[src/rtl/bsmc_pkg.sv]
// ----------------------------------------------------------------------------
// bsmc_pkg
// shared types and constants for the bone skin matrix concatenation block
// ----------------------------------------------------------------------------
package bsmc_pkg;

    // element format: signed q10.10, 21 bits
    localparam int ELEM_W = 21;
    localparam int ROW_W  = 3 * ELEM_W;
    localparam int PROD_W = 2 * ELEM_W;
    localparam int SUM_W  = PROD_W + 3;
    localparam int FRAC_W = 10;
    localparam int Q_W    = SUM_W - FRAC_W;
    localparam int IDX_W  = 8;
    localparam int CFG_IDX_W = 2;

    // rounding bias, half of one q10.10 step in q20.20
    localparam logic signed [SUM_W-1:0] ROUND_BIAS = SUM_W'(512);

    // saturation limits on the rounded value
    localparam logic signed [Q_W-1:0] ELEM_MAX_Q = Q_W'(1048575);
    localparam logic signed [Q_W-1:0] ELEM_MIN_Q = -Q_W'(1048576);

    // configuration register indexes
    typedef enum logic [CFG_IDX_W-1:0] {
        CFG_XFORM_RIGHT = 2'd0,
        CFG_XFORM_UP    = 2'd1,
        CFG_XFORM_AT    = 2'd2,
        CFG_XFORM_POS   = 2'd3
    } cfg_idx_t;

    // matrix rows: element 0 (x) in the low bits, as packed on the ports
    typedef logic signed [ELEM_W-1:0] elem_t;
    typedef elem_t [2:0] row_t;
    typedef row_t [3:0] mat_t;

    // data that rides along with each bone through the pipeline
    typedef struct packed {
        logic [IDX_W-1:0] bone_index;
        logic             last;
        logic             sat;
    } side_t;

endpackage

[src/rtl/bsmc_cfg_regs.sv]
// ----------------------------------------------------------------------------
// bsmc_cfg_regs
// global transform register file, written through the configuration port
// ----------------------------------------------------------------------------
module bsmc_cfg_regs (
    input  logic                          clk,
    input  logic                          rst_n,
    input  logic                          wr_en,
    input  logic [bsmc_pkg::CFG_IDX_W-1:0] wr_index,
    input  logic [bsmc_pkg::ROW_W-1:0]    wr_data,
    output bsmc_pkg::mat_t                xform
);
    import bsmc_pkg::*;

    row_t xform_reg [4];

    // register write decode
    always_ff @(posedge clk or negedge rst_n)
    begin
        if (!rst_n)
        begin
            for (int i = 0; i < 4; i++)
            begin
                xform_reg[i] <= '0;
            end
        end
        else if (wr_en)
        begin
            case (cfg_idx_t'(wr_index))
                CFG_XFORM_RIGHT: xform_reg[0] <= row_t'(wr_data);
                CFG_XFORM_UP:    xform_reg[1] <= row_t'(wr_data);
                CFG_XFORM_AT:    xform_reg[2] <= row_t'(wr_data);
                CFG_XFORM_POS:   xform_reg[3] <= row_t'(wr_data);
                default:         ;
            endcase
        end
    end

    // matrix view of the rows
    always_comb
    begin
        for (int i = 0; i < 4; i++)
        begin
            xform[i] = xform_reg[i];
        end
    end

endmodule

[config.mk]
export PLATFORM = sky130hd
export DESIGN_NAME = bsmc_cfg_regs
export DESIGN_NICKNAME = d
export VERILOG_FILES = /design/src/rtl/bsmc_pkg.sv /design/src/rtl/bsmc_cfg_regs.sv
export SDC_FILE = /design/constraint.sdc
export NUM_CORES = 1
export LEC_CHECK = 0
export BUFFER_PORTS_ARGS = -buffer_cell sky130_fd_sc_hd__buf_4
export CELL_PAD_IN_SITES_DETAIL_PLACEMENT = 1
export CELL_PAD_IN_SITES_GLOBAL_PLACEMENT = 2
export CORE_AREA = 2 2 164 166
export DETAILED_ROUTE_END_ITERATION = 16
export DIE_AREA = 0 0 166 168
export HOLD_SLACK_MARGIN = 0.03
export PLACE_DENSITY = 0.94
export REMOVE_ABC_BUFFERS = 1
export SYNTH_ARGS = -nofsm -noshare
export SYNTH_HDL_FRONTEND = slang
export SYNTH_SLANG_ARGS = --single-unit
export TNS_END_PERCENT = 30
[constraint.sdc]
create_clock -name clk -period 1.2 [get_ports clk]
set_input_delay 0.18 -clock clk [delete_from_list [all_inputs] [get_ports clk]]
set_output_delay 0.18 -clock clk [all_outputs]
set_load 0.02 [all_outputs]
Yosys cells after proc, flatten, opt, wreduce, memory -nomap -nowiden:

Cells that the tools add are included.
W data, S select, Z words.

* eq/ne operators: 3
* reductions and logical operators: 5

Operator list (number)
* $reduce_and A2 Y1: 4
* $eq A2 B2 Y1 const B: 2
* $eq A2 B1 Y1 const B: 1
* $logic_not A2 Y1: 1

* logic and storage cells: 20
* bits of input ports: 68
* register bits: 252
* output and inout port bits: 252

Depth between registers and ports, before layout:

* depth after elaboration: 2
* depth in mapped cells: 4

Worst setup path after synthesis:

OpenSTA, ideal clock, no wires.

* kind: input to register
* start: input port wr_index[1] in the netlist's numbering
* end: register xform_reg (netlist bit xform[15])
* cell stages on the path: 4
* required time: 1.075 ns
* data arrival time: 0.986 ns
* library setup time: 0.125 ns
* setup slack: 0.089 ns
* cell sequence: nor3b_2 buf_4 buf_6 mux2_2

* word-level cells in the longest chain between the ends: 2

Ends and longest elaborated chain
* start: declaration: line bsmc_cfg_regs.sv:9 `input logic [bsmc_pkg::CFG_IDX_W-1:0] wr_index,`
* $logic_not A2 Y1: line bsmc_cfg_regs.sv:29 `case (cfg_idx_t'(wr_index))`
* $reduce_and A2 Y1 (no source line)
* end: declaration: line bsmc_cfg_regs.sv:15 `row_t xform_reg [4];`

No other way between the ends.
A chain may end at the register's enable or synchronous reset.

Final worst setup path:

* start: register xform_reg (netlist bit xform[163])
* end: output port xform[163] in the netlist's numbering

RTL lines
* end: declaration: line bsmc_cfg_regs.sv:11 `output bsmc_pkg::mat_t xform`

No word-level cell between the ends.

==> impl_metrics.py <==
metrics = {
    "status": {
        "status": "complete, but fails checks",
        "violations": "negative setup slack",
    },
    "global_route": {
        "busiest_layer": "met2",
        "antenna_found_initial": 0,
        "grt_use_met3_pct": 4.748,
        "overflow": 0,
        "grt_util_met2_pct": 43.12,
        "grt_pass1_vias": 7754,
        "met1_usage_pct": 23.72,
        "grt_max_degree": 46,
        "grt_usage_pct": 22.45,
        "grt_pass1_wl_um": 48410,
    },
    "yosys": {
        "synth_seq_area_share_pct": 66.46,
        "syn_area_um2": 9489,
        "avgSynthCellArea_um2": 17.74,
        "yosys_warnings": 0,
        "synth_cell_types": 9,
        "synthCells": 535,
        "ys_seq_elements": 252,
    },
    "worst_setup_path": {
        "critPathMaxStageDelay_ns": 0.43,
        "worstPathRequired_ns": 1.02,
        "cp_num_buf_inv": 1,
        "cp_top_family": "flip-flops",
        "r2r_start": "xform[101]$_DFFE_PN0P_",
        "worstPathCellList": "buf_6",
        "regToRegSetupSlack_ns": 0.10,
        "end_kind": "primary output",
        "worstSetupPathType": "reg2out",
        "worstPathArrival_ns": 1.12,
        "cp_max_fo": 2,
        "reg2regPathDepth": 3,
        "startpoint_type": "register",
        "cpMaxStageDelayCell": "dfrtp_1",
        "reg2reg_to": "xform[101]$_DFFE_PN0P_",
    },
    "floorplanning": {
        "die-height_um": 168,
        "coreArea_um2": 26350,
        "start_util_pct": 36.01,
        "ioPinCount": 320,
        "die_area_um2": 27890,
        "die_w_um": 166,
        "std_cell_rows": 60,
    },
    "timing": {
        "slew_viol_final": 0,
        "slew_headroom_pct": 70.67,
        "fmax_mhz": 771.9,
        "hold_viol_final": 0,
        "setup_viol_count_final": 252,
        "rsz0062_at_grt": "true",
        "period_share_pct": 108.0,
        "fin_tns_setup_ns": -10.58,
        "skew_ns": 0,
        "min_period_ns": 1.296,
        "tightest_slew_ns": 0.4400,
        "setup_ws_ns": -0.09552,
    },
    "drt": {
        "first_pass_iters": 4,
        "drt-initial-drc-count": 284,
        "postRouteAntennaNets": 0,
        "wire_per_inst_um": 23.36,
        "vias_per_cell": 4.827,
        "wl_um": 31840,
        "vias": 6579,
        "drc": 0,
    },
    "finish": {
        "drive_gt1_share_pct": 68.10,
        "layoutNonFillerInstCount": 1363,
        "insertedDiodeCount": 0,
        "largest_register_ffs": 252,
        "area_growth_pct": 61.52,
        "nets": 1073,
    },
    "clock_tree": {
        "cts_sinks": 252,
        "htree_levels": 1,
        "clk_pin_slew_ns": 0.06,
        "cts_tree": "built",
        "numCtsBuffers": 27,
        "clock-root-buffer": "clkbuf_16",
        "cts_max_path_buffers": 3,
        "clk_latency_ns": 0.53,
    },
    "worst_hold_path": {
        "hold_depth": 3,
        "min_from": "wr_en",
        "hold_class": "in2reg",
        "worst_hold_path.endpoint": "xform[237]$_DFFE_PN0P_",
    },
    "place": {
        "gp_congestion": 0.7269,
        "dp_cells": 1203,
        "hpwl_um": 19050,
        "io_buffer_count": 319,
    },
    "flow_run": {
        "cap_violations": 0,
    },
    "power_and_ir_drop": {
        "peakVddDrop_uv": 1175,
        "leakagePower_uw": 0.007093,
        "p_per_area_nw_per_um2": 1898,
    },
}
[cell type report]
class / count / area, µm²
multi-input combinational: 256 / 2889
timing repair buffer: 468 / 4815
clock buffer: 38 / 797.0
fill: 2444 / 11020
tap: 341 / 426.7
clock inverter: 8 / 93.84
sequential: 252 / 6306
[what timing repair did]
item	in CTS	in global routing
setup buffers	25	25
endpoints found under the hold margin	504	0
endpoints found under the setup margin	252	252
resized for setup	252	0
hold buffers	64	0
[report_power, final]
part	internal (µW)	switching (µW)
logic	4980	4230
clock network	5010	3430
registers	10100	1310
[cell families after synthesis]
| logic type | Yosys count | synth area share [%] |
|---|---|---|
| simple gates | 4 | 0.3955 |
| flops | 252 | 66.46 |
| mux | 252 | 29.91 |
| buf+inv | 27 | 3.244 |
[synthesized netlist by cell type]
cell type | n | area [µm²]
nor3b_2 | 1 | 12.51
mux2_2 | 247 | 2781
nand3b_1 | 2 | 15.01
clkbuf_8 | 6 | 82.58
nand3_2 | 1 | 10.01
buf_4 | 3 | 22.52
mux2_1 | 5 | 56.30
buf_6 | 18 | 202.7
dfrtp_1 | 252 | 6306
[layer usage]
layer | vias up | wire, µm
li1 | 2826 | -
met4 | 0 | 1407
met5 | - | 0
met2 | 253 | 17570
met3 | 82 | 1709
met1 | 3418 | 11150
[worst max path at each step]
| stage | slack (ns) | from | end | cells after the start |
|---|---|---|---|---|
| after floorplan | -2.03 | wr_index[1] | xform[0]$_DFFE_PN0P_ | 2 |
| after global placement | -0.18 | wr_index[1] | xform[59]$_DFFE_PN0P_ | 5 |
| after detailed placement | -0.23 | wr_index[1] | xform[5]$_DFFE_PN0P_ | 5 |
| after CTS | -0.12 | xform[163]$_DFFE_PN0P_ | xform[163] | 1 |
| after global routing | -0.12 | xform[163]$_DFFE_PN0P_ | xform[163] | 1 |
| final | -0.1 | xform[163]$_DFFE_PN0P_ | xform[163] | 1 |
[stage by stage]
stage / util (%) / power, µW / setup slack [ns] / hold slack, ns / instance area, µm²
final: 58.17 / 29100 / -0.09552 / 0.1349 / 15330
after global routing: 58.17 / 30140 / -0.1212 / 0.1428 / 15330
after CTS: 57.45 / 28820 / -0.1233 / 0.1271 / 15140
after detailed placement: 47.34 / 18620 / -0.2293 / 0.1278 / 12470
after global placement: 47.34 / 18280 / -0.1793 / 0.1272 / 12470
after floorplan: - / 14630 / -2.026 / -0.1156 / 9181
[cells in the final DEF, fill, tap and decap left out, types with 2 or more instances in the layout]
cell type and count:
buf_4 136, dlygate4sd3_1 64, nand3b_1 2, buf_6 252, clkinv_2 5, mux2_2 247, clkbuf_1 3, clkbuf_8 8
clkbuf_16 27, mux2_1 5, bufinv_16 2, dfrtp_1 252, buf_12 15
(Power assumes the default switching activity.)
